===== config.mk =====
export PLATFORM = sky130hd
export DESIGN_NAME = cres_lookup_mem
export DESIGN_NICKNAME = d
export VERILOG_FILES = /design/src/sv/calorimeter_ring_energy_sum_defines.svh /design/src/sv/cres_pkg.sv /design/src/sv/cres_lookup_mem.sv
export SDC_FILE = /design/constraint.sdc
export NUM_CORES = 1
export LEC_CHECK = 0
export BUFFER_PORTS_ARGS = -buffer_cell sky130_fd_sc_hd__buf_2
export CORE_MARGIN = 2
export CORE_UTILIZATION = 56
export CTS_BUF_LIST = sky130_fd_sc_hd__clkbuf_16
export CTS_CLUSTER_DIAMETER = 40
export CTS_CLUSTER_SIZE = 30
export DETAILED_ROUTE_END_ITERATION = 7
export HOLD_SLACK_MARGIN = 0.03
export PLACE_DENSITY = 0.72
export SYNTH_ARGS = -nofsm -noshare
export SYNTH_HDL_FRONTEND = slang
export SYNTH_SLANG_ARGS = --single-unit
export TNS_END_PERCENT = 1

===== constraint.sdc =====
create_clock -name clk -period 4.8 [get_ports clk]
set_input_delay 0.24 -clock clk [delete_from_list [all_inputs] [get_ports clk]]
set_output_delay 0.24 -clock clk [all_outputs]
set_load 0.1 [all_outputs]

===== src/sv/calorimeter_ring_energy_sum_defines.svh =====
// Assertion macros for the ring energy sum block.
// Used by the top level only; expects clk and rst in scope at the point of use.
`ifndef CALORIMETER_RING_ENERGY_SUM_DEFINES_SVH
`define CALORIMETER_RING_ENERGY_SUM_DEFINES_SVH

// Same-cycle implication, disabled while in reset.
`define CRES_ASSERT_IMPL(lbl, ante, cons) \
  lbl: assert property (@(posedge clk) disable iff (rst) (ante) |-> (cons)) \
    else $error("ring energy sum: same-cycle check failed");

// Next-cycle implication, disabled while in reset.
`define CRES_ASSERT_NEXT(lbl, ante, cons) \
  lbl: assert property (@(posedge clk) disable iff (rst) (ante) |=> (cons)) \
    else $error("ring energy sum: next-cycle check failed");

`endif


===== src/sv/cres_pkg.sv =====
// Shared types, codes and constants for the ring energy sum block.
// No dependencies; every module file uses it by scoped names.
package cres_pkg;

  localparam int NUM_LAYERS_DEF = 32;
  localparam int NUM_CHIPS_DEF  = 32;

  localparam int SUM_W    = 32;
  localparam int RADIUS_W = 34;
  localparam int GAIN_W   = 24;
  localparam int POS_W    = 16;
  localparam int APB_AW   = 5;
  localparam int APB_DW   = 64;

  // request codes
  localparam logic [1:0] REQ_LOAD_GAIN   = 2'd0;
  localparam logic [1:0] REQ_LOAD_CENTRE = 2'd1;
  localparam logic [1:0] REQ_HIT         = 2'd2;
  localparam logic [1:0] REQ_READ        = 2'd3;

  // cell kinds that count
  localparam logic [2:0] CELL_FULL = 3'd0;
  localparam logic [2:0] CELL_PAD  = 3'd4;

  // raw energy selection
  localparam logic [1:0] ESEL_TOTAL = 2'd0;
  localparam logic [1:0] ESEL_HIGH  = 2'd1;
  localparam logic [1:0] ESEL_LOW   = 2'd2;

  // register indexes
  localparam logic [1:0] REG_ESEL   = 2'd0;
  localparam logic [1:0] REG_CORE   = 2'd1;
  localparam logic [1:0] REG_RING7  = 2'd2;
  localparam logic [1:0] REG_RING19 = 2'd3;

  localparam logic [RADIUS_W-1:0] CORE_RADIUS_RST   = 34'd3072;
  localparam logic [RADIUS_W-1:0] RING7_RADIUS_RST  = 34'd20406;
  localparam logic [RADIUS_W-1:0] RING19_RADIUS_RST = 34'd64365;

  typedef struct packed {
    logic [1:0]              req_type;
    logic [4:0]              layer;
    logic [4:0]              chip;
    logic [2:0]              cell_type;
    logic signed [POS_W-1:0] pos_x;
    logic signed [POS_W-1:0] pos_y;
    logic signed [15:0]      energy_total;
    logic signed [15:0]      energy_high;
    logic signed [15:0]      energy_low;
    logic [GAIN_W-1:0]       gain_reciprocal;
  } cmd_t;

  typedef struct packed {
    logic [4:0]       layer_out;
    logic [SUM_W-1:0] sum_core;
    logic [SUM_W-1:0] sum_ring7;
    logic [SUM_W-1:0] sum_ring19;
    logic [SUM_W-1:0] sum_layer;
  } result_t;

  typedef struct packed {
    logic [SUM_W-1:0] core;
    logic [SUM_W-1:0] ring7;
    logic [SUM_W-1:0] ring19;
    logic [SUM_W-1:0] total;
  } sums_t;

  typedef struct packed {
    logic [1:0]          esel;
    logic [RADIUS_W-1:0] core_r2;
    logic [RADIUS_W-1:0] ring7_r2;
    logic [RADIUS_W-1:0] ring19_r2;
  } cfg_t;

  typedef struct packed {
    logic rd_en;
    logic gain_wr;
    logic centre_wr;
  } lookup_ctl_t;

  typedef struct packed {
    logic rd_en;
    logic wr_en;
    logic clr_en;
  } sum_ctl_t;

  typedef struct packed {
    logic mul_en;
    logic sqr_en;
    logic cmp_en;
  } hit_ctl_t;

  typedef enum logic [2:0] {
    ST_IDLE,
    ST_FETCH,
    ST_MUL,
    ST_SQR,
    ST_CMP,
    ST_ACC,
    ST_RET
  } state_t;

  // address width for a table of n entries, at least one bit
  function automatic int addr_w(int n);
    return (n > 1) ? $clog2(n) : 1;
  endfunction

endpackage


===== src/sv/cres_lookup_mem.sv =====
// Gain and layer centre memories with registered reads.
// Depends on cres_pkg for widths, lookup_ctl_t and addr_w.
module cres_lookup_mem #(
  parameter int NUM_LAYERS = cres_pkg::NUM_LAYERS_DEF,
  parameter int NUM_CHIPS  = cres_pkg::NUM_CHIPS_DEF
) (
  input  logic                                        clk,
  input  cres_pkg::lookup_ctl_t                       ctl,
  input  logic [cres_pkg::addr_w(NUM_CHIPS)-1:0]      chip_addr,
  input  logic [cres_pkg::addr_w(NUM_LAYERS)-1:0]     layer_addr,
  input  logic [cres_pkg::GAIN_W-1:0]                 gain_wdata,
  input  logic signed [cres_pkg::POS_W-1:0]           cx_wdata,
  input  logic signed [cres_pkg::POS_W-1:0]           cy_wdata,
  output logic [cres_pkg::GAIN_W-1:0]                 gain_rdata,
  output logic signed [cres_pkg::POS_W-1:0]           cx_rdata,
  output logic signed [cres_pkg::POS_W-1:0]           cy_rdata
);

  logic [cres_pkg::GAIN_W-1:0]  gain_mem   [NUM_CHIPS];
  logic [2*cres_pkg::POS_W-1:0] centre_mem [NUM_LAYERS];

  always_ff @(posedge clk) begin
    if (ctl.gain_wr) begin
      gain_mem[chip_addr] <= gain_wdata;
    end
    if (ctl.rd_en) begin
      gain_rdata <= gain_mem[chip_addr];
    end
  end

  always_ff @(posedge clk) begin
    if (ctl.centre_wr) begin
      centre_mem[layer_addr] <= {cx_wdata, cy_wdata};
    end
    if (ctl.rd_en) begin
      {cx_rdata, cy_rdata} <= centre_mem[layer_addr];
    end
  end

endmodule


==> flow_summary.yaml <==
status:
  status: "completed"
grt:
  gr-total-overflow: 0
  grt_usage_pct: 26.79
  antenna_found_initial: 12
  grt_pass1_vias: 35490
  grt_pass1_wl_um: 244500
  grt_max_degree: 131
detailed_routing:
  drc: 0
  via_count: 37010
  drtIter0Drc: 4787
  antenna_left: 0
  avgRoutedWirePerCell_um: 29.75
  wl_um: 171900
  viasPerCell: 6.405
  firstDrtPassIters: 6
clocking:
  cts_tree: "done"
  clockRootBuffer: "clkbuf_16"
  insertion_delay_ps: 820
  cts_setup_buffers: 0
  cts.sinks: 1848
  cts_buffers: 180
  cts_buffer_depth: 3
  cts-htree-levels: 4
  cts.clk_slew.worst_paths_ps: 70
sta:
  min_period_ps: 3023
  slew_violations: 0
  slew_headroom_pct: 14.36
  fin_crit_sh_pct: 62.97
  worstMarginPinSlew_ps: 1273
  finalHoldViolations: 0
  max_freq_mhz: 330.8
  clock_skew_ps: 45.95
  finalSetupViolations: 0
  fin_ws_ps: 1777
  rsz0062_at_grt: "no"
  setup_tns_ps: 0
die:
  dieArea_um2: 128300
  core_um2: 124100
  fp-row-count: 129
  ios: 126
  die_h_um: 358.2
  die_w_um: 358.2
  start_util_pct: 56.61
synth:
  synth_seq_area_share_pct: 78.97
  syn_area_um2: 70270
  synth_top_cell_by_area: "edfxtp_1"
  synth.top_cell.area_share_pct: 78.97
  ys.warnings.count: 0
  synth.distinct_cells: 24
  netlist_instances: 3703
  syn_nets: 3773
  syn_avg_cell_area_um2: 18.98
  synth_area_leaders: "edfxtp_1 79%, mux2i_1 13%, o22ai_1 3.7%"
  synth_seq_cells: 1848
power_and_ir_drop:
  powerDensity_nw_per_um2: 431.6
  finalPower_uw: 34640
  peakVddDrop_mv: 0.4121
  p_leak_uw: 0.02779
critical_path:
  path_class: "primary input to flop"
  crit_path_start_kind: "primary input"
  worstPathRequired_ps: 5320
  cp_max_fo: 90
  worstSetupEndpointType: "flop"
  cp.arrival_ps: 3550
finish:
  fin_cells: 5778
  area_growth_pct: 14.21
  mostFrequentLayoutCells: "1848 x edfxtp_1, 896 x mux2i_1, 419 x o22ai_1, 181 x clkbuf_16"
  layout_commonest_cell: "edfxtp_1"
  utilization_pct: 64.66
  fin_nets: 4047
  layout-drive-gt1-share_pct: 16.81
  nFillCells: 8108
placement:
  io_buffers: 125
  pre_cts_slack_ps: 1134
  dp_cells: 5375
  dp_hpwl_um: 96970
  gp_congestion: 0.8105
run:
  cap_violations: 0
worst_hold_path:
  hold_class: "primary input to flop"
==> layer usage <==
metal  routed length (um)  track usage (%)
met1                71030            39.90
met2                76340            38.81
met3                19590            7.198
met4                 4925            8.644
met5                   34                0
==> through the flow <==
stage	hold WS, ps	instance area (um^2)
floorplan	338.9	70270
detailed placement	716.8	73310
finish	210.3	80260
global placement	701.7	73310
global route	216.6	80250
CTS	166.4	80240
==> area by class of cell <==
cell class	instances	area, um^2	area share, %
sequential	1848	55490	69.14
clock inverter	159	1826	2.275
timing repair buffer	313	2327	2.900
tap	1637	2048	2.552
antenna	6	15.01	0.01871
clock buffer	181	4529	5.644
multi-input combinational	1634	14020	17.47
==> report_power, final <==
part	internal, uW	leakage (uW)	switching [uW]	total (uW)
logic	493	0.00802	1350	1850
registers	18000	0.0167	91.2	18100
clock network	7910	0.00306	6780	14700
total	26400	0.0278	8230	34600
==> cells in the mapped netlist <==
master / n
buf_2: 155
buf_4: 3
buf_6: 18
clkbuf_1: 44
clkbuf_2: 1
edfxtp_1: 1848
mux2i_1: 896
nand2_1: 60
nand3_1: 4
nand3b_1: 8
nand4_1: 2
nand4b_1: 8
nand4bb_1: 12
nor2_1: 58
nor3_1: 8
nor4_1: 112
o22ai_1: 419
o22ai_2: 29
or3_1: 2
or3b_2: 6
or4_1: 1
or4_4: 1
or4b_1: 6
or4b_4: 2
==> sequential cells by signal, indices dropped and copies added (netlist names) <==
signal	flops
centre_mem	1024
cx_rdata	16
cy_rdata	16
gain_mem	768
gain_rdata	24
==> final timing paths <==
check / startpoint / endpoint / slack [ps] / cells after the start
worst min-delay path: ctl[0] / centre_mem[31][3] / 210 / 4
worst max register to register: gain_mem[11][18] / gain_rdata[18] / 2620 / 4
worst min register to register: gain_mem[17][22] / gain_rdata[22] / 730 / 4
worst max-delay path: chip_addr[1] / gain_rdata[18] / 1780 / 6
==> critical path, cell delays in order <==
cell and delay [ps]:
buf_8 640, buf_4 830, mux2i_1 330, o22ai_1 110
nor4_1 1060, nand2_1 160
==> logic make-up after synthesis <==
logic type | after synthesis | share of synthesized area (%)
buf+inv | 221 | 1.667
flops | 1848 | 78.97
mux | 896 | 12.76
compound gates | 448 | 4.247
simple gates | 290 | 2.352
==> timing repair <==
item                      4_1_cts  5_1_grt
hold buffers                   57        0
resized for setup               0        0
hold endpoints to repair     1816        0
(Power assumes the default switching activity.)
