### config.mk
export PLATFORM = sky130hd
export DESIGN_NAME = cres_sum_mem
export DESIGN_NICKNAME = d
export VERILOG_FILES = /design/src/sv/calorimeter_ring_energy_sum_defines.svh /design/src/sv/cres_pkg.sv /design/src/sv/cres_sum_mem.sv
export SDC_FILE = /design/constraint.sdc
export NUM_CORES = 2
export LEC_CHECK = 0
export ABC_CLOCK_PERIOD_IN_PS = 4650
export BUFFER_PORTS_ARGS = -buffer_cell sky130_fd_sc_hd__clkbuf_2
export CAP_MARGIN = 0
export CORE_MARGIN = 1.5
export CORE_UTILIZATION = 45
export CTS_CLUSTER_DIAMETER = 150
export CTS_CLUSTER_SIZE = 24
export DETAILED_ROUTE_END_ITERATION = 6
export SYNTH_ARGS = -nofsm -noshare
export SYNTH_HDL_FRONTEND = slang
export SYNTH_SLANG_ARGS = --single-unit
### constraint.sdc
create_clock -name clk -period 4.65 [get_ports clk]
set_input_delay 0.6975 -clock clk [delete_from_list [all_inputs] [get_ports clk]]
set_output_delay 0.6975 -clock clk [all_outputs]
set_load 0.1 [all_outputs]
### src/sv/calorimeter_ring_energy_sum_defines.svh
// Assertion macros for the ring energy sum block.
// Used by the top level only; expects clk and rst in scope at the point of use.
`ifndef CALORIMETER_RING_ENERGY_SUM_DEFINES_SVH
`define CALORIMETER_RING_ENERGY_SUM_DEFINES_SVH

// Same-cycle implication, disabled while in reset.
`define CRES_ASSERT_IMPL(lbl, ante, cons) \
  lbl: assert property (@(posedge clk) disable iff (rst) (ante) |-> (cons)) \
    else $error("ring energy sum: same-cycle check failed");

// Next-cycle implication, disabled while in reset.
`define CRES_ASSERT_NEXT(lbl, ante, cons) \
  lbl: assert property (@(posedge clk) disable iff (rst) (ante) |=> (cons)) \
    else $error("ring energy sum: next-cycle check failed");

`endif

### src/sv/cres_pkg.sv
// Shared types, codes and constants for the ring energy sum block.
// No dependencies; every module file uses it by scoped names.
package cres_pkg;

  localparam int NUM_LAYERS_DEF = 32;
  localparam int NUM_CHIPS_DEF  = 32;

  localparam int SUM_W    = 32;
  localparam int RADIUS_W = 34;
  localparam int GAIN_W   = 24;
  localparam int POS_W    = 16;
  localparam int APB_AW   = 5;
  localparam int APB_DW   = 64;

  // request codes
  localparam logic [1:0] REQ_LOAD_GAIN   = 2'd0;
  localparam logic [1:0] REQ_LOAD_CENTRE = 2'd1;
  localparam logic [1:0] REQ_HIT         = 2'd2;
  localparam logic [1:0] REQ_READ        = 2'd3;

  // cell kinds that count
  localparam logic [2:0] CELL_FULL = 3'd0;
  localparam logic [2:0] CELL_PAD  = 3'd4;

  // raw energy selection
  localparam logic [1:0] ESEL_TOTAL = 2'd0;
  localparam logic [1:0] ESEL_HIGH  = 2'd1;
  localparam logic [1:0] ESEL_LOW   = 2'd2;

  // register indexes
  localparam logic [1:0] REG_ESEL   = 2'd0;
  localparam logic [1:0] REG_CORE   = 2'd1;
  localparam logic [1:0] REG_RING7  = 2'd2;
  localparam logic [1:0] REG_RING19 = 2'd3;

  localparam logic [RADIUS_W-1:0] CORE_RADIUS_RST   = 34'd3072;
  localparam logic [RADIUS_W-1:0] RING7_RADIUS_RST  = 34'd20406;
  localparam logic [RADIUS_W-1:0] RING19_RADIUS_RST = 34'd64365;

  typedef struct packed {
    logic [1:0]              req_type;
    logic [4:0]              layer;
    logic [4:0]              chip;
    logic [2:0]              cell_type;
    logic signed [POS_W-1:0] pos_x;
    logic signed [POS_W-1:0] pos_y;
    logic signed [15:0]      energy_total;
    logic signed [15:0]      energy_high;
    logic signed [15:0]      energy_low;
    logic [GAIN_W-1:0]       gain_reciprocal;
  } cmd_t;

  typedef struct packed {
    logic [4:0]       layer_out;
    logic [SUM_W-1:0] sum_core;
    logic [SUM_W-1:0] sum_ring7;
    logic [SUM_W-1:0] sum_ring19;
    logic [SUM_W-1:0] sum_layer;
  } result_t;

  typedef struct packed {
    logic [SUM_W-1:0] core;
    logic [SUM_W-1:0] ring7;
    logic [SUM_W-1:0] ring19;
    logic [SUM_W-1:0] total;
  } sums_t;

  typedef struct packed {
    logic [1:0]          esel;
    logic [RADIUS_W-1:0] core_r2;
    logic [RADIUS_W-1:0] ring7_r2;
    logic [RADIUS_W-1:0] ring19_r2;
  } cfg_t;

  typedef struct packed {
    logic rd_en;
    logic gain_wr;
    logic centre_wr;
  } lookup_ctl_t;

  typedef struct packed {
    logic rd_en;
    logic wr_en;
    logic clr_en;
  } sum_ctl_t;

  typedef struct packed {
    logic mul_en;
    logic sqr_en;
    logic cmp_en;
  } hit_ctl_t;

  typedef enum logic [2:0] {
    ST_IDLE,
    ST_FETCH,
    ST_MUL,
    ST_SQR,
    ST_CMP,
    ST_ACC,
    ST_RET
  } state_t;

  // address width for a table of n entries, at least one bit
  function automatic int addr_w(int n);
    return (n > 1) ? $clog2(n) : 1;
  endfunction

endpackage

### src/sv/cres_sum_mem.sv
// Per-layer sums memory with a valid bit per layer; an invalid layer reads as zero.
// Depends on cres_pkg for sums_t, sum_ctl_t and addr_w.
module cres_sum_mem #(
  parameter int NUM_LAYERS = cres_pkg::NUM_LAYERS_DEF
) (
  input  logic                                    clk,
  input  logic                                    rst,
  input  cres_pkg::sum_ctl_t                      ctl,
  input  logic [cres_pkg::addr_w(NUM_LAYERS)-1:0] addr,
  input  cres_pkg::sums_t                         wdata,
  output cres_pkg::sums_t                         rdata
);

  cres_pkg::sums_t        mem [NUM_LAYERS];
  logic [NUM_LAYERS-1:0]  valid;
  cres_pkg::sums_t        raw_q;
  logic                   valid_q;

  always_ff @(posedge clk) begin
    if (ctl.wr_en) begin
      mem[addr] <= wdata;
    end
    if (ctl.rd_en) begin
      raw_q <= mem[addr];
    end
  end

  always_ff @(posedge clk) begin
    if (rst) begin
      valid   <= '0;
      valid_q <= 1'b0;
    end else begin
      if (ctl.wr_en) begin
        valid[addr] <= 1'b1;
      end else if (ctl.clr_en) begin
        valid[addr] <= 1'b0;
      end
      if (ctl.rd_en) begin
        valid_q <= valid[addr];
      end
    end
  end

  assign rdata = valid_q ? raw_q : '0;

endmodule

==> summary.md <==
| Metric | Value |
|---|---|
| First-iteration detailed-routing DRC count | `9702` |
| Finish-stage setup viols | `0` |
| Commonest non-fill, non-tap cell in the layout | `edfxtp_1` |
| Peak VDD IR | `319 uV` |
| CP max stage cell | `dfxtp_4` |
| Setup TNS | `0 ns` |
| Largest net degree at the start of global routing | `102` |
| DRC | `0` |
| Num rows | `218` |
| Yosys top cell by area | `edfxtp_1` |
| GP Congestion | `0.765` |
| Syn_nets | `6735` |
| Post-synthesis compound-gate area fraction | `0.0264` |
| Synthesized area | `0.159 mm^2` |
| Final Instance Area | `0.173 mm^2` |
| Crit path cell chain | `buf_4, and2_1, clkbuf_2` |
| Final WS setup | `0.721 ns` |
| Critical Path Sink Type | `output pin` |
| CP delay by family, top | `flip-flops` |
| Num CTS Buffers | `200` |
| Outcome | `completed` |
| Max incr delay on CP | `1.07 ns` |
| Unrepaired setup endpoints after global routing | `false` |
| Max Slew Vio Count | `0` |
| Antenna violations before repair | `62` |
| Die W | `597 um` |
| Vias per std cell | `6.37` |
| CTS clock-pin slew for the worst setup and hold paths | `0.10 ns` |
| Post-Syn Instances | `6597` |
| H-tree levels | `4` |
| Synth top area share | `0.798` |
| CTS max path bufs | `4` |
| Die area | `0.357 mm^2` |
| Fin crit period | `3.93 ns` |
| Synth area leaders | `edfxtp_1 (80%), mux4_2 (15%), a22oi_1 (2.4%), nand4_1 (0.51%), and2_1 (0.50%)` |
| Total length of routed wires | `421000 um` |
| Overall routing resource usage | `0.234` |
| WP data arrival | `3.23 ns` |
| Skew final | `0.0409 ns` |
| Vias in the first global route | `74.8k` |
| Core area | `0.352 mm^2` |
| Slew headroom | `0.262` |
| CP Launch Type | `register` |
| Commonest cells after routing, fill and taps aside | `edfxtp_1 (4224), mux4_2 (1032), a22oi_1 (514)` |
| Final period utilization | `0.845` |
| Area Overhead vs Synth | `8.92%` |
| Hold Path Class | `in2reg` |
| Max-Cap Viols | `0` |
| Initial core utilization | `0.451` |
| Largest family of logic cells by synthesized area | `multiplexers` |
| Layout cell share with drive strength beyond 1 | `0.256` |
| Fmax | `255 MHz` |
| Synth Area in XOR/XNOR | `0` |
| Cts repair resizes | `0` |
| Final ANT Viol Nets | `0` |
| Static leakage power | `0.0519 uW` |
| Port buffer count | `265` |
| Mux contribution to synthesized area | `0.146` |
| Part of the Yosys area used for sequential elements | `0.802` |
| Root Driver | `clkbuf_16` |
| Die H | `597 um` |
| Simple-gate share of the synthesized area | `0.0122` |
| Syn Area/Cell | `24.1 um^2` |
| Fill count | `27.8k` |
| Post-Synth Adder-Cell Area | `0` |
| Postcts setup bufs | `0` |
| Post-synth cell types | `27` |
| First-pass GRT wire length | `585000 um` |
| WHS | `0.249 ns` |
| Detail-routed net length per standard cell | `36.0 um` |
| Post-DP HPWL | `210000 um` |
| Ys Warns | `0` |
| Total power draw | `65900 uW` |
| WP data required | `3.95 ns` |
| Fin. Hold Viols | `0` |
| Top-Level Pins | `266` |
| GRT Residual Overflow | `0` |
| Nets | `7045` |
| Hold_buf cts | `0` |
| Clock sink total | `4257` |
| TritonCTS clock tree | `built` |
| DRT Pass-1 Iters | `6` |
| Worst-margin pin slew | `1.11 ns` |
| Buf/Inv on CP | `2` |
| Clock Latency Late Sink | `0.92 ns` |
| Power Dens Cells | `381 mW/mm^2` |
| Critical path fanouts, max | `72` |
| Vias | `74.4k` |
| Post-place setup slack | `0.940 ns` |
| FF+latch count, synth | `4257` |
| Dpl cell area | `0.168 mm^2` |
| Class of the most critical setup path | `reg2out` |
-- layout make-up --
| cell class | count | area [um^2] | share of cell area |
|---|---|---|---|
| Sequential cell | 4257 | 128000 | 0.737 |
| Multi-Input combinational cell | 1933 | 29400 | 0.170 |
| Tap cell | 4730 | 5920 | 0.0342 |
| Clock buffer | 220 | 5100 | 0.0295 |
| Timing Repair Buffer | 483 | 4670 | 0.0270 |
| Inverter | 32 | 240 | 0.00139 |
| Clock inverter | 11 | 168 | 0.000969 |
| Antenna cell | 18 | 45.0 | 0.000260 |
-- flip-flops by register name, indices dropped and copies added, names as in the netlist, named ones only --
signal,flops
valid_q,1
raw_q,128
mem,4096
-- stage by stage --
stage,cells,util
global route,11700,0.491
CTS,11700,0.491
global placement,11400,0.476
floorplan,6597,-
detailed placement,11400,0.476
finish,11700,0.492
-- synthesized netlist by cell type (all sizes together) --
master   number
nor3          1
and3          2
clkbuf      165
mux2          1
nor3b         5
and3b         4
nand2        36
a21oi        33
nand3         2
nand3b        5
or3           1
edfxtp     4224
o21ai        32
mux4       1032
o2bb2ai       1
nand4       129
dfxtp        33
inv          32
and2        128
buf         210
a22oi       514
nor2          4
or3b          3
-- power breakdown --
part | total (uW) | switching (uW) | internal (uW)
combinational | 3610 | 2360 | 1250
clock | 19300 | 11400 | 7870
sequential | 43000 | 248 | 42700
-- routing by layer --
layer / track usage / vias up / routed length [um]
met5: 0 / - / 197
met2: 0.379 / 3657 / 205000
li1: - / 28900 / -
met4: 0.0576 / 32 / 10600
met1: 0.337 / 41200 / 169000
met3: 0.0376 / 547 / 36700
-- logic make-up after synthesis --
group	count (synthesis)
DFF	4257
muxes	1033
AOI/OAI and AO/OA	580
buffers and inverters	407
and+or+nand+nor	320
-- path summary, 6_finish.rpt --
kind                            startpoint  cells past startpoint          to  slack [ns]
worst max register to register     valid_q                      5     valid_q        2.34
worst max-delay path               valid_q                      3   rdata[39]        0.72
worst min-delay path                ctl[2]                      1  raw_q[101]        0.25
worst min register to register    register                      2    register        0.49
No activity file was read; power rests on OpenSTA's default activity.
