==> config.mk <==
export PLATFORM = sky130hd
export DESIGN_NAME = cres_hit_math
export DESIGN_NICKNAME = d
export VERILOG_FILES = /design/src/sv/calorimeter_ring_energy_sum_defines.svh /design/src/sv/cres_pkg.sv /design/src/sv/cres_hit_math.sv
export SDC_FILE = /design/constraint.sdc
export NUM_CORES = 2
export LEC_CHECK = 0
export ABC_AREA = 1
export BUFFER_PORTS_ARGS = -buffer_cell sky130_fd_sc_hd__buf_2
export CORE_AREA = 3 3 293 295
export CTS_CLUSTER_DIAMETER = 120
export DETAILED_ROUTE_END_ITERATION = 6
export DIE_AREA = 0 0 296 298
export MAX_ROUTING_LAYER = met4
export PLACE_DENSITY = 0.85
export SKIP_LAST_GASP = 1
export SLEW_MARGIN = 30
export SYNTH_ARGS = -nofsm -noshare
export SYNTH_HDL_FRONTEND = slang
export SYNTH_SLANG_ARGS = --single-unit
==> constraint.sdc <==
create_clock -name clk -period 9.7 [get_ports clk]
set_input_delay 1.94 -clock clk [delete_from_list [all_inputs] [get_ports clk]]
set_output_delay 1.94 -clock clk [all_outputs]
set_load 0.02 [all_outputs]
==> src/sv/calorimeter_ring_energy_sum_defines.svh <==
// Assertion macros for the ring energy sum block.
// Used by the top level only; expects clk and rst in scope at the point of use.
`ifndef CALORIMETER_RING_ENERGY_SUM_DEFINES_SVH
`define CALORIMETER_RING_ENERGY_SUM_DEFINES_SVH

// Same-cycle implication, disabled while in reset.
`define CRES_ASSERT_IMPL(lbl, ante, cons) \
  lbl: assert property (@(posedge clk) disable iff (rst) (ante) |-> (cons)) \
    else $error("ring energy sum: same-cycle check failed");

// Next-cycle implication, disabled while in reset.
`define CRES_ASSERT_NEXT(lbl, ante, cons) \
  lbl: assert property (@(posedge clk) disable iff (rst) (ante) |=> (cons)) \
    else $error("ring energy sum: next-cycle check failed");

`endif

==> src/sv/cres_pkg.sv <==
// Shared types, codes and constants for the ring energy sum block.
// No dependencies; every module file uses it by scoped names.
package cres_pkg;

  localparam int NUM_LAYERS_DEF = 32;
  localparam int NUM_CHIPS_DEF  = 32;

  localparam int SUM_W    = 32;
  localparam int RADIUS_W = 34;
  localparam int GAIN_W   = 24;
  localparam int POS_W    = 16;
  localparam int APB_AW   = 5;
  localparam int APB_DW   = 64;

  // request codes
  localparam logic [1:0] REQ_LOAD_GAIN   = 2'd0;
  localparam logic [1:0] REQ_LOAD_CENTRE = 2'd1;
  localparam logic [1:0] REQ_HIT         = 2'd2;
  localparam logic [1:0] REQ_READ        = 2'd3;

  // cell kinds that count
  localparam logic [2:0] CELL_FULL = 3'd0;
  localparam logic [2:0] CELL_PAD  = 3'd4;

  // raw energy selection
  localparam logic [1:0] ESEL_TOTAL = 2'd0;
  localparam logic [1:0] ESEL_HIGH  = 2'd1;
  localparam logic [1:0] ESEL_LOW   = 2'd2;

  // register indexes
  localparam logic [1:0] REG_ESEL   = 2'd0;
  localparam logic [1:0] REG_CORE   = 2'd1;
  localparam logic [1:0] REG_RING7  = 2'd2;
  localparam logic [1:0] REG_RING19 = 2'd3;

  localparam logic [RADIUS_W-1:0] CORE_RADIUS_RST   = 34'd3072;
  localparam logic [RADIUS_W-1:0] RING7_RADIUS_RST  = 34'd20406;
  localparam logic [RADIUS_W-1:0] RING19_RADIUS_RST = 34'd64365;

  typedef struct packed {
    logic [1:0]              req_type;
    logic [4:0]              layer;
    logic [4:0]              chip;
    logic [2:0]              cell_type;
    logic signed [POS_W-1:0] pos_x;
    logic signed [POS_W-1:0] pos_y;
    logic signed [15:0]      energy_total;
    logic signed [15:0]      energy_high;
    logic signed [15:0]      energy_low;
    logic [GAIN_W-1:0]       gain_reciprocal;
  } cmd_t;

  typedef struct packed {
    logic [4:0]       layer_out;
    logic [SUM_W-1:0] sum_core;
    logic [SUM_W-1:0] sum_ring7;
    logic [SUM_W-1:0] sum_ring19;
    logic [SUM_W-1:0] sum_layer;
  } result_t;

  typedef struct packed {
    logic [SUM_W-1:0] core;
    logic [SUM_W-1:0] ring7;
    logic [SUM_W-1:0] ring19;
    logic [SUM_W-1:0] total;
  } sums_t;

  typedef struct packed {
    logic [1:0]          esel;
    logic [RADIUS_W-1:0] core_r2;
    logic [RADIUS_W-1:0] ring7_r2;
    logic [RADIUS_W-1:0] ring19_r2;
  } cfg_t;

  typedef struct packed {
    logic rd_en;
    logic gain_wr;
    logic centre_wr;
  } lookup_ctl_t;

  typedef struct packed {
    logic rd_en;
    logic wr_en;
    logic clr_en;
  } sum_ctl_t;

  typedef struct packed {
    logic mul_en;
    logic sqr_en;
    logic cmp_en;
  } hit_ctl_t;

  typedef enum logic [2:0] {
    ST_IDLE,
    ST_FETCH,
    ST_MUL,
    ST_SQR,
    ST_CMP,
    ST_ACC,
    ST_RET
  } state_t;

  // address width for a table of n entries, at least one bit
  function automatic int addr_w(int n);
    return (n > 1) ? $clog2(n) : 1;
  endfunction

endpackage

==> src/sv/cres_hit_math.sv <==
// Hit arithmetic: gain multiply, distance squares, threshold compares, saturating update.
// Depends on cres_pkg for cmd_t, cfg_t, sums_t, hit_ctl_t and the codes.
module cres_hit_math #(
  parameter int NUM_CHIPS = cres_pkg::NUM_CHIPS_DEF
) (
  input  logic                              clk,
  input  cres_pkg::hit_ctl_t                ctl,
  input  cres_pkg::cmd_t                    item,
  input  cres_pkg::cfg_t                    cfg,
  input  logic [cres_pkg::GAIN_W-1:0]       gain,
  input  logic signed [cres_pkg::POS_W-1:0] cx,
  input  logic signed [cres_pkg::POS_W-1:0] cy,
  input  cres_pkg::sums_t                   sums_in,
  output cres_pkg::sums_t                   sums_out,
  output logic                              hit_ok
);

  localparam int PROD_W = 16 + cres_pkg::GAIN_W + 1;
  localparam int P9_W   = PROD_W + 4;
  localparam int SQ_W   = 2 * cres_pkg::POS_W;

  function automatic logic [cres_pkg::SUM_W-1:0] sat_add(
    input logic [cres_pkg::SUM_W-1:0] a,
    input logic [cres_pkg::SUM_W-1:0] b
  );
    logic [cres_pkg::SUM_W:0] s;
    s = {1'b0, a} + {1'b0, b};
    return s[cres_pkg::SUM_W] ? '1 : s[cres_pkg::SUM_W-1:0];
  endfunction

  logic signed [15:0]               raw;
  logic                             sel_ok;
  logic signed [cres_pkg::GAIN_W:0] gain_s;
  logic signed [cres_pkg::POS_W:0]  dx_s;
  logic signed [cres_pkg::POS_W:0]  dy_s;
  logic signed [cres_pkg::POS_W:0]  dx_a;
  logic signed [cres_pkg::POS_W:0]  dy_a;
  logic [P9_W-1:0]                  p_ext;
  logic [P9_W-1:0]                  p9;
  logic [SQ_W:0]                    d2;

  // multiply stage
  logic signed [PROD_W-1:0]         prod;
  logic [cres_pkg::POS_W-1:0]       dx;
  logic [cres_pkg::POS_W-1:0]       dy;
  logic                             ok_mul;
  logic                             pad_mul;
  // square stage
  logic [SQ_W-1:0]                  dx2;
  logic [SQ_W-1:0]                  dy2;
  logic [cres_pkg::SUM_W-1:0]       energy;
  logic                             ok_sqr;
  // compare stage
  logic                             in_core;
  logic                             in_ring7;
  logic                             in_ring19;

  always_comb begin
    sel_ok = 1'b1;
    case (cfg.esel)
      cres_pkg::ESEL_TOTAL: raw = item.energy_total;
      cres_pkg::ESEL_HIGH:  raw = item.energy_high;
      cres_pkg::ESEL_LOW:   raw = item.energy_low;
      default: begin
        raw    = '0;
        sel_ok = 1'b0;
      end
    endcase
  end

  assign gain_s = $signed({1'b0, gain});
  assign dx_s   = $signed({item.pos_x[cres_pkg::POS_W-1], item.pos_x})
                - $signed({cx[cres_pkg::POS_W-1], cx});
  assign dy_s   = $signed({item.pos_y[cres_pkg::POS_W-1], item.pos_y})
                - $signed({cy[cres_pkg::POS_W-1], cy});
  assign dx_a   = dx_s[cres_pkg::POS_W] ? -dx_s : dx_s;
  assign dy_a   = dy_s[cres_pkg::POS_W] ? -dy_s : dy_s;

  always_ff @(posedge clk) begin
    if (ctl.mul_en) begin
      prod    <= PROD_W'(raw) * PROD_W'(gain_s);
      dx      <= dx_a[cres_pkg::POS_W-1:0];
      dy      <= dy_a[cres_pkg::POS_W-1:0];
      ok_mul  <= sel_ok && (int'(item.chip) < NUM_CHIPS)
              && (item.cell_type == cres_pkg::CELL_FULL
               || item.cell_type == cres_pkg::CELL_PAD);
      pad_mul <= (item.cell_type == cres_pkg::CELL_PAD);
    end
  end

  // times nine as shift and add; only used when the product is positive
  assign p_ext = {{(P9_W-PROD_W){1'b0}}, prod};
  assign p9    = (p_ext << 3) + p_ext;

  always_ff @(posedge clk) begin
    if (ctl.sqr_en) begin
      dx2    <= SQ_W'(dx) * SQ_W'(dx);
      dy2    <= SQ_W'(dy) * SQ_W'(dy);
      energy <= pad_mul ? p9[cres_pkg::SUM_W+10:11] : p_ext[cres_pkg::SUM_W+7:8];
      ok_sqr <= ok_mul && !prod[PROD_W-1] && (prod != '0);
    end
  end

  assign d2 = {1'b0, dx2} + {1'b0, dy2};

  always_ff @(posedge clk) begin
    if (ctl.cmp_en) begin
      in_core   <= cres_pkg::RADIUS_W'(d2) < cfg.core_r2;
      in_ring7  <= cres_pkg::RADIUS_W'(d2) < cfg.ring7_r2;
      in_ring19 <= cres_pkg::RADIUS_W'(d2) < cfg.ring19_r2;
      hit_ok    <= ok_sqr;
    end
  end

  always_comb begin
    sums_out.core   = in_core   ? sat_add(sums_in.core, energy)   : sums_in.core;
    sums_out.ring7  = in_ring7  ? sat_add(sums_in.ring7, energy)  : sums_in.ring7;
    sums_out.ring19 = in_ring19 ? sat_add(sums_in.ring19, energy) : sums_in.ring19;
    sums_out.total  = sat_add(sums_in.total, energy);
  end

endmodule

==> impl_metrics.yaml <==
status:
  status: "finished, violations left"
  violations: "DRC"
floorplan:
  row_count: 106
  chipHeight_um: 298
  die_area_um2: 88200
  core_um2: 83400
  die_w_um: 296
  ios: 540
  initial_core_util_pct: 62.7
synth:
  netlist_area_um2: 52300
  async_reset_ff_share_pct: 0
  ys_seq_area_share_pct: 9.99
  ys.flop_type: "edfxtp_1"
  synth_edf_count: 174
  syn_inst: 7273
  yosysTopAreaCellShare_pct: 24.5
  yosys.area.top_type: "fa_1"
  avgSynthCellArea_um2: 7.19
  syn_nets: 8988
  ys_ff_latch: 174
  yosys-top-cells-area: "fa_1 (24%), ha_1 (16%), inv_1 (13%)"
  post_synth_num_cell_types: 64
  yosys_warnings: 0
clock_tree:
  cts_tree: "done"
  hold_buffers: 0
  clk_latency_ps: 490
  cts_buffers: 17
  cts_resized: 0
  cts-root-buf: "clkbuf_16"
  clkTransAtPathRegs_ps: 70
  htreeDepth: 4
  clock_path_buffers: 2
  clkSinkCount: 174
  cts_setup_buffers: 0
flow_run:
  drv_cap: 0
global_route:
  grt_pass1_vias: 49100
  antenna_found_initial: 20
  grtUsageTotal_pct: 37.7
  grt_first_pass_wirelength_um: 253000
  grt_max_degree: 76
  grt_overflow: 0
placement:
  dp_hpwl_um: 139000
  port_buffers: 503
  placed_cells: 8718
  place_congestion: 1.07
  dp_slack_ps: 791
min_path:
  hold_depth: 0
  hold_path_end: "hit_ok$_DFFE_PP_"
  min_from: "ok_sqr$_DFFE_PP_"
  hold_path.class: "reg2reg"
critical_path:
  reg2reg_depth: 19
  slowest_stage: "o211ai_2"
  arrival_ps: 8660
  endpoint_kind: "flop"
  crit_path_max_incr_delay_ps: 640
  r2r-end: "dx2[31]$_DFFE_PP_"
  cp-start-kind: "primary input"
  required_ps: 9930
  cp_top_family: "adder cells"
  r2r-start: "dx[8]$_DFFE_PP_"
  reg2reg_slack_ps: 3500
  crit_type: "in2reg"
  cp_max_fo: 17
  path_buf_inv: 8
  critical_path.most_common_cell: "fa_1"
sta:
  fin_setup_tns_ps: 0
  max_slew.worst_pin.slew_ps: 1040
  relSlewSlack_pct: 30.3
  max_freq_mhz: 119
  finalSetupViolCount: 0
  finalCritPeriodShare_pct: 86.9
  hold_viol_final: 0
  period_minus_slack_ps: 8430
  rsz0062_at_grt: "false"
  drv_slew: 0
  setup_ws_ps: 1270
  clock_skew_ps: 13.5
routing:
  wirelength_um: 162000
  drtAntennaViolNets: 0
  vias_per_cell: 5.60
  vias: 49100
  dr.pass1.iters: 7
  drt-initial-drc-count: 4335
  drc: 1
  wl_per_cell_um: 18.4
cells_and_area:
  multi_input_area_um2: 39700
  final_cells: 8776
  area_growth_pct: 7.72
  drive_gt1_share_pct: 8.70
  nFillCells: 7073
  seq_area_um2: 5230
  nets: 9372
-- metal layers --
layer	global-route usage [%]	up-vias	part of all wire, %
li1	-	23300	-
met1	46.4	23100	39
met2	60.6	2266	46
met3	4.65	470	8.3
met4	20.3	0	6.2
met5	-	-	0
-- worst max-delay path by stage --
| stage | to | depth (start not counted) | startpoint | slack (ps) |
|---|---|---|---|---|
| after global routing | prod[29]$_DFFE_PP_ | 23 | cfg[103] | 980 |
| after CTS | prod[35]$_DFFE_PP_ | 24 | cfg[103] | 1310 |
| after detailed placement | prod[35]$_DFFE_PP_ | 24 | cfg[103] | 790 |
| after floorplan | prod[34]$_DFFE_PP_ | 27 | cfg[102] | 1880 |
| final | prod[35]$_DFFE_PP_ | 25 | cfg[103] | 1270 |
| after global placement | prod[35]$_DFFE_PP_ | 24 | cfg[103] | 930 |
-- registers in the layout, summed over array words and instances, names as in the netlist --
signal     flops
in_core        1
in_ring19      1
dy            16
pad_mul        1
ok_sqr         1
dx2           31
prod          41
ok_mul         1
hit_ok         1
dx            16
energy        32
dy2           31
in_ring7       1
-- area by class of cell --
cell class,count,area share (%)
inverters,1763,11.7
multi-input cells,5165,70.5
diodes,26,0.115
clock buffers,17,0.755
repair buffers,536,4.95
flip-flops and latches,174,9.27
well taps,1080,2.40
clock inverters,15,0.266
-- synth_stat cells, types with 3 or more instances --
cell type / n
inv_1: 1759
o221ai_1: 3
a21oi_1: 493
and2_1: 4
a21o_1: 41
nand2_2: 20
o21ai_0: 220
a21boi_1: 3
o21a_1: 24
fa_1: 640
xnor2_2: 3
a21boi_0: 16
o211ai_1: 21
nor3_1: 73
a221oi_1: 3
a211oi_1: 6
nand2_1: 1627
ha_1: 664
o211ai_2: 11
nand3_1: 231
nand4_1: 63
a21oi_2: 13
nor4_1: 25
inv_2: 3
xor2_1: 137
o21ai_1: 21
nor2_2: 4
buf_4: 17
clkbuf_1: 115
o21ai_2: 11
nand2_4: 5
xnor2_1: 108
o22ai_1: 25
o21bai_1: 36
buf_2: 26
or2_2: 17
a31oi_1: 32
nor2_1: 522
edfxtp_1: 174
buf_6: 3
nand3b_1: 17
buf_1: 9
-- metrics by stage --
stage	instance area (um2)	utilization, %	hold WS [ps]
floorplan	52300	-	400
global placement	55700	66.7	617
detailed placement	55700	66.8	626
CTS	56300	67.5	634
global route	56300	67.5	655
finish	56400	67.6	637
-- kinds of logic (layout without fill, tap and decap cells) --
| family | Yosys count | after routing | share of synthesized area (%) |
|---|---|---|---|
| XOR/XNOR | 249 | 249 | 4.23 |
| adder cells (fa/ha/maj) | 1304 | 1304 | 40.4 |
| buffers and inverters | 1934 | 2331 | 14.1 |
| AND/OR/NAND/NOR | 2618 | 2618 | 20.4 |
| other | 0 | 26 | 0 |
| AO/OA/AOI/OAI | 994 | 994 | 10.9 |
| flip-flops | 174 | 174 | 9.99 |
-- worst reg2reg max path: stages (launching register included) --
cell      delay [ps]
edfxtp_1         870
nand2_1          260
fa_1             570
inv_1             50
fa_1             500
inv_1             50
fa_1             530
inv_1             50
fa_1             490
inv_1             50
fa_1             440
fa_1             520
inv_1             50
ha_1             360
a21o_1           220
a31oi_1          180
nand3_1          170
a31oi_1          300
o21bai_1         150
xnor2_1          140
-- layout by cell type, fill, tap and decap left out, drive strengths merged, types with 36 or more instances in the layout --
master,netlist,routed
a21o,41,41
a21oi,507,507
buf,56,536
edfxtp,174,174
fa,640,640
ha,664,664
inv,1763,1771
nand2,1652,1652
nand3,234,234
nand4,63,63
nor2,526,526
nor3,73,73
o21ai,252,252
o21bai,36,36
xnor2,111,111
xor2,138,138
Power is left out: the tool's default activity adds up to more than one toggle a clock period on the data nets, which glitch-free logic cannot reach.
