### config.mk
export PLATFORM = sky130hd
export DESIGN_NAME = cres_cfg_regs
export DESIGN_NICKNAME = d
export VERILOG_FILES = /design/src/sv/calorimeter_ring_energy_sum_defines.svh /design/src/sv/cres_pkg.sv /design/src/sv/cres_cfg_regs.sv
export SDC_FILE = /design/constraint.sdc
export NUM_CORES = 1
export LEC_CHECK = 0
export CAP_MARGIN = 40
export CORE_MARGIN = 1.5
export CORE_UTILIZATION = 30
export DETAILED_ROUTE_END_ITERATION = 12
export DONT_BUFFER_PORTS = 1
export GPL_TIMING_DRIVEN = 0
export PLACE_DENSITY = 0.47
export SLEW_MARGIN = 20
export SYNTH_ARGS = -nofsm -noshare
export SYNTH_HDL_FRONTEND = slang
export SYNTH_SLANG_ARGS = --single-unit
### constraint.sdc
create_clock -name clk -period 1.4 [get_ports clk]
set_input_delay 0.21 -clock clk [delete_from_list [all_inputs] [get_ports clk]]
set_output_delay 0.21 -clock clk [all_outputs]
set_load 0.03 [all_outputs]
### src/sv/calorimeter_ring_energy_sum_defines.svh
// Assertion macros for the ring energy sum block.
// Used by the top level only; expects clk and rst in scope at the point of use.
`ifndef CALORIMETER_RING_ENERGY_SUM_DEFINES_SVH
`define CALORIMETER_RING_ENERGY_SUM_DEFINES_SVH

// Same-cycle implication, disabled while in reset.
`define CRES_ASSERT_IMPL(lbl, ante, cons) \
  lbl: assert property (@(posedge clk) disable iff (rst) (ante) |-> (cons)) \
    else $error("ring energy sum: same-cycle check failed");

// Next-cycle implication, disabled while in reset.
`define CRES_ASSERT_NEXT(lbl, ante, cons) \
  lbl: assert property (@(posedge clk) disable iff (rst) (ante) |=> (cons)) \
    else $error("ring energy sum: next-cycle check failed");

`endif

### src/sv/cres_pkg.sv
// Shared types, codes and constants for the ring energy sum block.
// No dependencies; every module file uses it by scoped names.
package cres_pkg;

  localparam int NUM_LAYERS_DEF = 32;
  localparam int NUM_CHIPS_DEF  = 32;

  localparam int SUM_W    = 32;
  localparam int RADIUS_W = 34;
  localparam int GAIN_W   = 24;
  localparam int POS_W    = 16;
  localparam int APB_AW   = 5;
  localparam int APB_DW   = 64;

  // request codes
  localparam logic [1:0] REQ_LOAD_GAIN   = 2'd0;
  localparam logic [1:0] REQ_LOAD_CENTRE = 2'd1;
  localparam logic [1:0] REQ_HIT         = 2'd2;
  localparam logic [1:0] REQ_READ        = 2'd3;

  // cell kinds that count
  localparam logic [2:0] CELL_FULL = 3'd0;
  localparam logic [2:0] CELL_PAD  = 3'd4;

  // raw energy selection
  localparam logic [1:0] ESEL_TOTAL = 2'd0;
  localparam logic [1:0] ESEL_HIGH  = 2'd1;
  localparam logic [1:0] ESEL_LOW   = 2'd2;

  // register indexes
  localparam logic [1:0] REG_ESEL   = 2'd0;
  localparam logic [1:0] REG_CORE   = 2'd1;
  localparam logic [1:0] REG_RING7  = 2'd2;
  localparam logic [1:0] REG_RING19 = 2'd3;

  localparam logic [RADIUS_W-1:0] CORE_RADIUS_RST   = 34'd3072;
  localparam logic [RADIUS_W-1:0] RING7_RADIUS_RST  = 34'd20406;
  localparam logic [RADIUS_W-1:0] RING19_RADIUS_RST = 34'd64365;

  typedef struct packed {
    logic [1:0]              req_type;
    logic [4:0]              layer;
    logic [4:0]              chip;
    logic [2:0]              cell_type;
    logic signed [POS_W-1:0] pos_x;
    logic signed [POS_W-1:0] pos_y;
    logic signed [15:0]      energy_total;
    logic signed [15:0]      energy_high;
    logic signed [15:0]      energy_low;
    logic [GAIN_W-1:0]       gain_reciprocal;
  } cmd_t;

  typedef struct packed {
    logic [4:0]       layer_out;
    logic [SUM_W-1:0] sum_core;
    logic [SUM_W-1:0] sum_ring7;
    logic [SUM_W-1:0] sum_ring19;
    logic [SUM_W-1:0] sum_layer;
  } result_t;

  typedef struct packed {
    logic [SUM_W-1:0] core;
    logic [SUM_W-1:0] ring7;
    logic [SUM_W-1:0] ring19;
    logic [SUM_W-1:0] total;
  } sums_t;

  typedef struct packed {
    logic [1:0]          esel;
    logic [RADIUS_W-1:0] core_r2;
    logic [RADIUS_W-1:0] ring7_r2;
    logic [RADIUS_W-1:0] ring19_r2;
  } cfg_t;

  typedef struct packed {
    logic rd_en;
    logic gain_wr;
    logic centre_wr;
  } lookup_ctl_t;

  typedef struct packed {
    logic rd_en;
    logic wr_en;
    logic clr_en;
  } sum_ctl_t;

  typedef struct packed {
    logic mul_en;
    logic sqr_en;
    logic cmp_en;
  } hit_ctl_t;

  typedef enum logic [2:0] {
    ST_IDLE,
    ST_FETCH,
    ST_MUL,
    ST_SQR,
    ST_CMP,
    ST_ACC,
    ST_RET
  } state_t;

  // address width for a table of n entries, at least one bit
  function automatic int addr_w(int n);
    return (n > 1) ? $clog2(n) : 1;
  endfunction

endpackage

### src/sv/cres_cfg_regs.sv
// Configuration registers behind the APB-style port.
// Depends on cres_pkg for the register codes, reset values and cfg_t.
module cres_cfg_regs (
  input  logic                        clk,
  input  logic                        rst,
  input  logic                        psel,
  input  logic                        penable,
  input  logic                        pwrite,
  input  logic [cres_pkg::APB_AW-1:0] paddr,
  input  logic [cres_pkg::APB_DW-1:0] pwdata,
  output logic [cres_pkg::APB_DW-1:0] prdata,
  output logic                        pready,
  output cres_pkg::cfg_t              cfg
);

  logic       wr;
  logic [1:0] idx;

  assign pready = 1'b1;
  assign wr     = psel && penable && pwrite;
  assign idx    = paddr[cres_pkg::APB_AW-1:3];

  always_ff @(posedge clk) begin
    if (rst) begin
      cfg.esel      <= cres_pkg::ESEL_TOTAL;
      cfg.core_r2   <= cres_pkg::CORE_RADIUS_RST;
      cfg.ring7_r2  <= cres_pkg::RING7_RADIUS_RST;
      cfg.ring19_r2 <= cres_pkg::RING19_RADIUS_RST;
    end else if (wr) begin
      case (idx)
        cres_pkg::REG_ESEL:   cfg.esel      <= pwdata[1:0];
        cres_pkg::REG_CORE:   cfg.core_r2   <= pwdata[cres_pkg::RADIUS_W-1:0];
        cres_pkg::REG_RING7:  cfg.ring7_r2  <= pwdata[cres_pkg::RADIUS_W-1:0];
        cres_pkg::REG_RING19: cfg.ring19_r2 <= pwdata[cres_pkg::RADIUS_W-1:0];
        default: ;
      endcase
    end
  end

  always_comb begin
    case (idx)
      cres_pkg::REG_ESEL:   prdata = cres_pkg::APB_DW'(cfg.esel);
      cres_pkg::REG_CORE:   prdata = cres_pkg::APB_DW'(cfg.core_r2);
      cres_pkg::REG_RING7:  prdata = cres_pkg::APB_DW'(cfg.ring7_r2);
      cres_pkg::REG_RING19: prdata = cres_pkg::APB_DW'(cfg.ring19_r2);
      default:              prdata = '0;
    endcase
  end

endmodule

==> results of run 1 <==
-- path summary, 6_finish.rpt --
path                            startpoint   endpoint  slack, ns
worst max register to register     cfg[73]    cfg[73]       0.50
worst min register to register     cfg[64]    cfg[64]       0.55
worst min-delay path             pwdata[4]     cfg[4]       0.03
worst max-delay path                cfg[0]  prdata[0]      -0.14
-- routing by layer --
layer,global-route usage (%),vias up,wire (µm)
met3,5.48,20,1230
met2,30.8,150,8070
met1,22.5,1824,7200
met5,0,-,0
met4,6.57,0,311
li1,-,1767,-
-- power groups by stage --
stage	clock, W	combinational, W	sequential [W]
after detailed placement	0	0.000745	0.00318
after CTS	0.00280	0.000826	0.00300
after floorplan	0	0.000593	0.00316
after global routing	0.00292	0.000874	0.00301
final	0.00271	0.000822	0.00300
after global placement	0	0.000738	0.00318
-- cells by family (layout without fill, tap and decap cells) --
kind of cell,after synthesis,in the layout
other,2,31
AO/OA/AOI/OAI,37,37
multiplexers,133,133
buffers and inverters,71,86
AND/OR/NAND/NOR,164,164
flip-flops,104,104
-- timing repair --
item,in CTS,in global routing
hold buffers,1,0
pin swaps,7,9
resized for setup,218,7
endpoints found under the hold margin,1,0
endpoints found under the setup margin,34,34
-- cell type report --
class,instances,share of cell area [%]
clock inverter,5,1.25
multi-input combinational,365,47.5
tap,225,4.27
timing repair buffer,1,0.152
buffer,71,7.83
clock buffer,9,3.42
sequential,104,35.5
-- per-stage QoR --
step / hold slack, ns / instances
floorplan: 0.365 / 540
global placement: 0.367 / 765
detailed placement: 0.383 / 765
CTS: 0.0141 / 780
global route: 0.0158 / 780
finish: 0.0263 / 780
-- cells in the final DEF, fill, tap and decap left out, types with 2 or more instances in the layout --
| master | synthesis | layout |
|---|---|---|
| sky130_fd_sc_hd__mux2i_1 | 99 | 99 |
| sky130_fd_sc_hd__buf_2 | 14 | 10 |
| sky130_fd_sc_hd__clkbuf_1 | 14 | 10 |
| sky130_fd_sc_hd__mux2_4 | 0 | 25 |
| sky130_fd_sc_hd__nand2b_1 | 108 | 108 |
| sky130_fd_sc_hd__mux4_2 | 2 | 2 |
| sky130_fd_sc_hd__mux2_2 | 32 | 7 |
| sky130_fd_sc_hd__o21ai_0 | 5 | 5 |
| sky130_fd_sc_hd__nand4b_1 | 5 | 5 |
| sky130_fd_sc_hd__and3_1 | 2 | 2 |
| sky130_fd_sc_hd__a22o_4 | 0 | 32 |
| sky130_fd_sc_hd__buf_8 | 0 | 2 |
| sky130_fd_sc_hd__buf_6 | 9 | 10 |
| sky130_fd_sc_hd__clkbuf_16 | 0 | 9 |
| sky130_fd_sc_hd__dfxtp_1 | 104 | 32 |
| sky130_fd_sc_hd__nor2_1 | 41 | 41 |
| sky130_fd_sc_hd__dfxtp_4 | 0 | 67 |
| sky130_fd_sc_hd__clkbuf_2 | 0 | 3 |
| sky130_fd_sc_hd__dfxtp_2 | 0 | 5 |
| sky130_fd_sc_hd__bufinv_16 | 0 | 2 |
| sky130_fd_sc_hd__conb_1 | 2 | 31 |
| sky130_fd_sc_hd__buf_4 | 34 | 35 |
==> run metrics, run 1 <==
TritonCTS clock tree built; area of the core region 17100 µm²; count of final max-slew check failures 0; Synth Area in Compound Gates 5.86%; proportion of synthesized chip area in sequential cells 40.0%; worst hold path class input port to flip-flop; distinct cell type count of the synthesized netlist 23; register containing the most flip-flops in the final layout cfg; FF+latch area 2340 µm²; first-pass GRT wire length 24.2 mm; clock slew at reported path FFs 0.07 ns; total grt overflow 0; net switching power 0.00178 W; clock latency at the later pin of the worst-skew pair 0.35 ns; Post CTS Setup Buffer Count 0; clock root buffer sky130_fd_sc_hd__clkbuf_16; worst path cell trace mux4_2; final-report setup violation count 34; clock share of power 41.5%; pre-CTS WS -0.447 ns; sequential group share of total power 45.9%; antenna violations before repair 0; slew at the pin closest to its max-slew limit 0.706 ns; cell area after synthesis 5210 µm²; via count 3761; final net count 626; layout overhead on the synthesized area 26.4%; height of the die 135 µm; setup total negative slack -3.11 ns; power density over the cells 993 nW/µm²; Regs by FF count cfg (104); ratio of cells with drive above 1 in the final layout 38.9%; number of buffers added by the clock tree synthesis step 9; crit-path max FO 3; number of hold violations in the final report 0; total iterations of the first detailed-routing run 4; highest clock rate 0.648 GHz; Starting Density 30.4%; worst path required time 1.19 ns; leading post-synthesis cells by instance count sky130_fd_sc_hd__nand2b_1 (108), sky130_fd_sc_hd__dfxtp_1 (104), sky130_fd_sc_hd__mux2i_1 (99); cell family with the largest share of critical-path delay multiplexers; violated checks setup timing; CP endpoint kind primary output; cell count after synthesis 511; internal power component 0.00475 W; area occupied by multi-input gates 3130 µm²; max-cap viol count 0; data arrival time of the worst path 1.33 ns; number of enable flip-flop cells after synthesis 0; mux share of post-synthesis cell area 26.8%; library cell with the highest instance count after synthesis sky130_fd_sc_hd__nand2b_1; gr usage total 18.4%; Power Total 0.00654 W; routability cong. 0.766; number of antenna-violating nets in the routed design 0; depth of the CTS H-tree 3; setup repair after global routing missed its margin true; combinational fraction of design power 12.6%; flip-flop and latch count after synthesis 104; Leak Pwr 2.90 nW; number of diodes added for antenna fixing 0; run status complete, but fails checks; slowest cell on the critical path sky130_fd_sc_hd__mux4_2; DRC Markers 0; I/O pins 243; Post-synth ARST share 0%; Filler Cells Inserted 1675; Synth warnings 0; Placement Rows 48; worst setup margin -0.143 ns; average instance area after synthesis 10.2 µm²; count of buffers from port buffering 0; violation count after the first detailed-route iteration 104; parity-gate share of the synthesized area counting xor and xnor cells 0%; wire length after detailed routing 16.8 mm; largest net degree at the start of global routing 17; worst voltage drop across the vdd grid 0.589 mV; fraction of the mapped netlist area in adder cells 0%; total buffers and inverters traversed by the critical path 0; vias in the first global route 3897; portion of synthesized cell area occupied by the leading cell type 40.0%; Worst Hold Path Cells 2; crit path kind flip-flop to primary output; crit start category flip-flop; largest family of logic cells by synthesized area multiplexers; number of sinks driven by the clock tree 104; number of vias per cell after detailed routing 4.82; switching power share of the total 27.3%; biggest area contributors in the synthesized netlist sky130_fd_sc_hd__dfxtp_1 (40%), sky130_fd_sc_hd__mux2i_1 (19%), sky130_fd_sc_hd__nand2b_1 (13%), sky130_fd_sc_hd__mux2_2 (6.9%), sky130_fd_sc_hd__a22o_1 (5.4%); cell depth of the worst flop-to-flop path 2; Yosys top cell by area sky130_fd_sc_hd__dfxtp_1; crit share post-route 110%; leading register cell type out of synthesis sky130_fd_sc_hd__dfxtp_1; DP Area 5620 µm²; chip width 135 µm; worst clock skew on the final layout 0 ns; Simple-Gate Fraction of Synth Area 18.0%; flip-flop count of the largest register, all copies and words added 104; Critical Path Stages 1; post-route cell area 6590 µm²; Die ar. 18200 µm²; utilization after layout 38.5%; post-detailed-placement half-perimeter wirelength 12.1 mm; Clock Tree Buf Depth 2; average detailed-routed wire length per instance 21.6 µm; Final Critical Period 1.54 ns; relative slew slack 52.9%; Slowest Stage Delay on Critical Path 0.59 ns
(Power assumes the default switching activity.)
==> run 2, diff against run 1 <==
--- a/config.mk
+++ b/config.mk
@@ -5,6 +5,7 @@
 export SDC_FILE = /design/constraint.sdc
 export NUM_CORES = 1
 export LEC_CHECK = 0
+export ABC_AREA = 1
 export CAP_MARGIN = 40
 export CORE_MARGIN = 1.5
 export CORE_UTILIZATION = 30
==> run 2 against run 1 <==
Net effect:
- the run still ends with setup timing left
- clock power is 8.9% lower
- utilization shrank 0.27 points
- wire length up 8.1%
- sequential cell count is the same
- sequential power grew 7.3%
- final cell count up 34%
- critical path type unchanged
- via count is 26% higher
- power rose by 0.81%
- sequential share of layout area is 0.85 points higher
==> run metrics, run 2 <==
combinational fraction of design power 13.7% (was 12.6%); vias in the first global route 4575 (was 3897); crit path kind flip-flop to primary output (unchanged); clock root buffer sky130_fd_sc_hd__clkbuf_16 (unchanged); number of diodes added for antenna fixing 0 (unchanged); TritonCTS clock tree built (unchanged); Final Critical Period 1.41 ns (was 1.54 ns); register containing the most flip-flops in the final layout cfg (unchanged); gr usage total 20.8% (was 18.4%); data arrival time of the worst path 1.20 ns (was 1.33 ns); average detailed-routed wire length per instance 17.4 µm (was 21.6 µm); cell area after synthesis 4980 µm² (was 5210 µm²); Filler Cells Inserted 1739 (was 1675); worst path required time 1.19 ns (about the same); utilization after layout 38.2% (was 38.5%); worst voltage drop across the vdd grid 0.554 mV (was 0.589 mV); ratio of cells with drive above 1 in the final layout 27.6% (was 38.9%); Die ar. 17400 µm² (was 18200 µm²); Yosys top cell by area sky130_fd_sc_hd__dfxtp_1 (unchanged); via count 4746 (was 3761); clock slew at reported path FFs 0.07 ns (about the same); setup slack, reg-to-reg 0.71 ns (was 0.50 ns); height of the die 132 µm (was 135 µm); proportion of synthesized chip area in sequential cells 41.8% (was 40.0%); violation count after the first detailed-route iteration 264 (was 104); library cell with the highest instance count after synthesis sky130_fd_sc_hd__nand2_1 (was sky130_fd_sc_hd__nand2b_1); final-report setup violation count 1 (was 34); commonest cells after routing, fill and taps aside sky130_fd_sc_hd__nand2_1 (236), sky130_fd_sc_hd__nor2_1 (163), sky130_fd_sc_hd__nand3_1 (104), sky130_fd_sc_hd__dfxtp_2 (96), sky130_fd_sc_hd__buf_4 (42) (was sky130_fd_sc_hd__nand2b_1 (108), sky130_fd_sc_hd__mux2i_1 (99), sky130_fd_sc_hd__dfxtp_4 (67), sky130_fd_sc_hd__nor2_1 (41), sky130_fd_sc_hd__buf_4 (35)); routability cong. 0.749 (was 0.766); setup repair after global routing missed its margin true (unchanged); wire length after detailed routing 18.2 mm (was 16.8 mm); crit start category flip-flop (unchanged); final net count 901 (was 626); internal power component 0.00466 W (was 0.00475 W); flip-flop count of the largest register, all copies and words added 104 (unchanged); depth of the CTS H-tree 3 (unchanged); distinct cell type count of the synthesized netlist 17 (was 23); area of the core region 16100 µm² (was 17100 µm²); leading register cell type out of synthesis sky130_fd_sc_hd__dfxtp_1 (unchanged); number of enable flip-flop cells after synthesis 0 (unchanged); end point of the critical path prdata[1] (was prdata[0]); flip-flop and latch count after synthesis 104 (unchanged); switching power share of the total 29.2% (was 27.3%); Clock Tree Buf Depth 2 (unchanged); portion of synthesized cell area occupied by the leading cell type 41.8% (was 40.0%); startpoint of the most critical register-to-register path cfg[81] (was cfg[73]); crit share post-route 101% (was 110%); largest net degree at the start of global routing 15 (was 17); average instance area after synthesis 6.46 µm² (was 10.2 µm²); worst clock skew on the final layout 0 ns (unchanged); number of buffers added by the clock tree synthesis step 9 (unchanged); power density over the cells 1070 nW/µm² (was 993 nW/µm²); cell count after synthesis 771 (was 511); Leak Pwr 2.96 nW (was 2.90 nW); antenna violations before repair 0 (unchanged); relative slew slack 52.3% (was 52.9%); count of buffers from port buffering 0 (unchanged); Post CTS Setup Buffer Count 0 (unchanged); first-pass GRT wire length 27.6 mm (was 24.2 mm); leading post-synthesis cells by instance count sky130_fd_sc_hd__nand2_1 (239), sky130_fd_sc_hd__nor2_1 (163), sky130_fd_sc_hd__nand3_1 (136) (was sky130_fd_sc_hd__nand2b_1 (108), sky130_fd_sc_hd__dfxtp_1 (104), sky130_fd_sc_hd__mux2i_1 (99)); number of vias per cell after detailed routing 4.54 (was 4.82); Worst Setup SP cfg[103] (was cfg[0]); I/O pins 243 (unchanged); run status complete, but fails checks (unchanged); Regs by FF count cfg (104) (unchanged); worst r2r dst cfg[81] (was cfg[73]); clock latency at the later pin of the worst-skew pair 0.35 ns (about the same); post-detailed-placement half-perimeter wirelength 12.8 mm (was 12.1 mm); count of final max-slew check failures 0 (unchanged); Synth warnings 0 (unchanged); slew at the pin closest to its max-slew limit 0.716 ns (was 0.706 ns); clock share of power 37.5% (was 41.5%); number of hold violations in the final report 0 (unchanged); total grt overflow 0 (unchanged); Placement Rows 46 (was 48); Post-synth ARST share 0% (unchanged); max-cap viol count 0 (unchanged); worst hold path class input port to flip-flop (unchanged); Starting Density 31.0% (was 30.4%); cell depth of the worst flop-to-flop path 2 (unchanged); violated checks setup timing (unchanged); net switching power 0.00193 W (was 0.00178 W); highest clock rate 0.708 GHz (was 0.648 GHz); CP endpoint kind primary output (unchanged); chip width 132 µm (was 135 µm); DRC Markers 0 (unchanged); number of sinks driven by the clock tree 104 (unchanged); leading cell type in the layout, fill and taps excluded sky130_fd_sc_hd__nand2_1 (was sky130_fd_sc_hd__nand2b_1); sequential group share of total power 48.8% (was 45.9%); total iterations of the first detailed-routing run 6 (was 4); worst-case hold slack 0.0710 ns (was 0.0263 ns); crit-path max FO 3 (unchanged); number of antenna-violating nets in the routed design 0 (unchanged); biggest area contributors in the synthesized netlist sky130_fd_sc_hd__dfxtp_1 (42%), sky130_fd_sc_hd__nand2_1 (18%), sky130_fd_sc_hd__nand3_1 (14%), sky130_fd_sc_hd__nor2_1 (12%), sky130_fd_sc_hd__buf_4 (6.3%) (was sky130_fd_sc_hd__dfxtp_1 (40%), sky130_fd_sc_hd__mux2i_1 (19%), sky130_fd_sc_hd__nand2b_1 (13%), sky130_fd_sc_hd__mux2_2 (6.9%), sky130_fd_sc_hd__a22o_1 (5.4%)); worst setup margin -0.0120 ns (was -0.143 ns); layout overhead on the synthesized area 23.2% (was 26.4%)
==> run 2: cell count changes after synthesis, moves of 9 or more <==
| cell | delta |
|---|---|
| sky130_fd_sc_hd__a22o_1 | -32 |
| sky130_fd_sc_hd__buf_2 | +10 |
| sky130_fd_sc_hd__clkbuf_1 | -9 |
| sky130_fd_sc_hd__inv_1 | +34 |
| sky130_fd_sc_hd__mux2_2 | -32 |
| sky130_fd_sc_hd__mux2i_1 | -99 |
| sky130_fd_sc_hd__nand2_1 | +238 |
| sky130_fd_sc_hd__nand2b_1 | -108 |
| sky130_fd_sc_hd__nand3_1 | +135 |
| sky130_fd_sc_hd__nor2_1 | +122 |
==> run 2: stage by stage <==
| stage | total power (W) | setup TNS, ns | cell area [µm²] | setup WS [ns] | cells |
|---|---|---|---|---|---|
| global route | 0.00686 | -0.106 | 6140 | -0.0652 | 1046 |
| finish | 0.00659 | -0.0120 | 6140 | -0.0120 | 1046 |
| global placement | 0.00412 | -4.13 | 5360 | -0.177 | 1016 |
| CTS | 0.00665 | -0.0421 | 5980 | -0.0338 | 1046 |
| floorplan | 0.00393 | 0 | 5090 | 0.166 | 800 |
| detailed placement | 0.00412 | -4.72 | 5360 | -0.183 | 1016 |
==> run 2: per-layer routing <==
layer | vias up | part of all wire (%) | track usage (%)
met1 | 2146 | 46 | 26.6
li1 | 2438 | - | -
met2 | 154 | 47 | 34.9
met3 | 8 | 6.6 | 5.84
met4 | 0 | 0.63 | 4.57
met5 | - | 0 | 0
==> run 2: timing repair <==
| item | 4_1_cts | 5_1_grt |
|---|---|---|
| endpoints found under the hold margin | 24 | 0 |
| endpoints found under the setup margin | 34 | 32 |
| gates resized for setup | 124 | 32 |
| hold buffers | 16 | 0 |
| pin swaps | 3 | 3 |
==> run 2: worst min path at each step <==
stage | start | endpoint | cells past startpoint
floorplan | pwdata[10] | cfg[78] | 2
global placement | pwdata[9] | cfg[9] | 2
detailed placement | pwdata[4] | cfg[38] | 2
CTS | pwdata[10] | cfg[10] | 4
global route | pwdata[9] | cfg[77] | 4
finish | pwdata[9] | cfg[77] | 4
==> run 2: layout make-up <==
type	count	area (µm²)	share of cell area (%)
sequential	104	2230	36.4
clock inverter	1	30.0	0.489
buffer	80	517	8.42
multi-input combinational	578	2540	41.5
inverter	38	143	2.32
clock buffer	13	240	3.92
timing repair buffer	16	160	2.61
tap	216	270	4.40
==> run 2: power groups by stage <==
stage	combinational, W	sequential (W)	clock (W)
2_1_floorplan	0.000663	0.00326	0
3_3_place_gp	0.000837	0.00329	0
3_5_place_dp	0.000836	0.00329	0
4_1_cts	0.000889	0.00322	0.00254
5_1_grt	0.000988	0.00323	0.00265
6_report	0.000901	0.00322	0.00247
==> run 2: cells by family (layout without fill, tap and decap cells) <==
group	count (synthesis)	after routing	synth area share (%)
buffers and inverters	118	148	12.8
and+or+nand+nor	547	547	45.3
DFF	104	104	41.8
other	2	31	0.151
==> run 2: critical path, cell delays in order (launching register included) <==
cell and delay [ns]:
sky130_fd_sc_hd__dfxtp_4 0.39, sky130_fd_sc_hd__nand2_2 0.07, sky130_fd_sc_hd__nand4_1 0.39
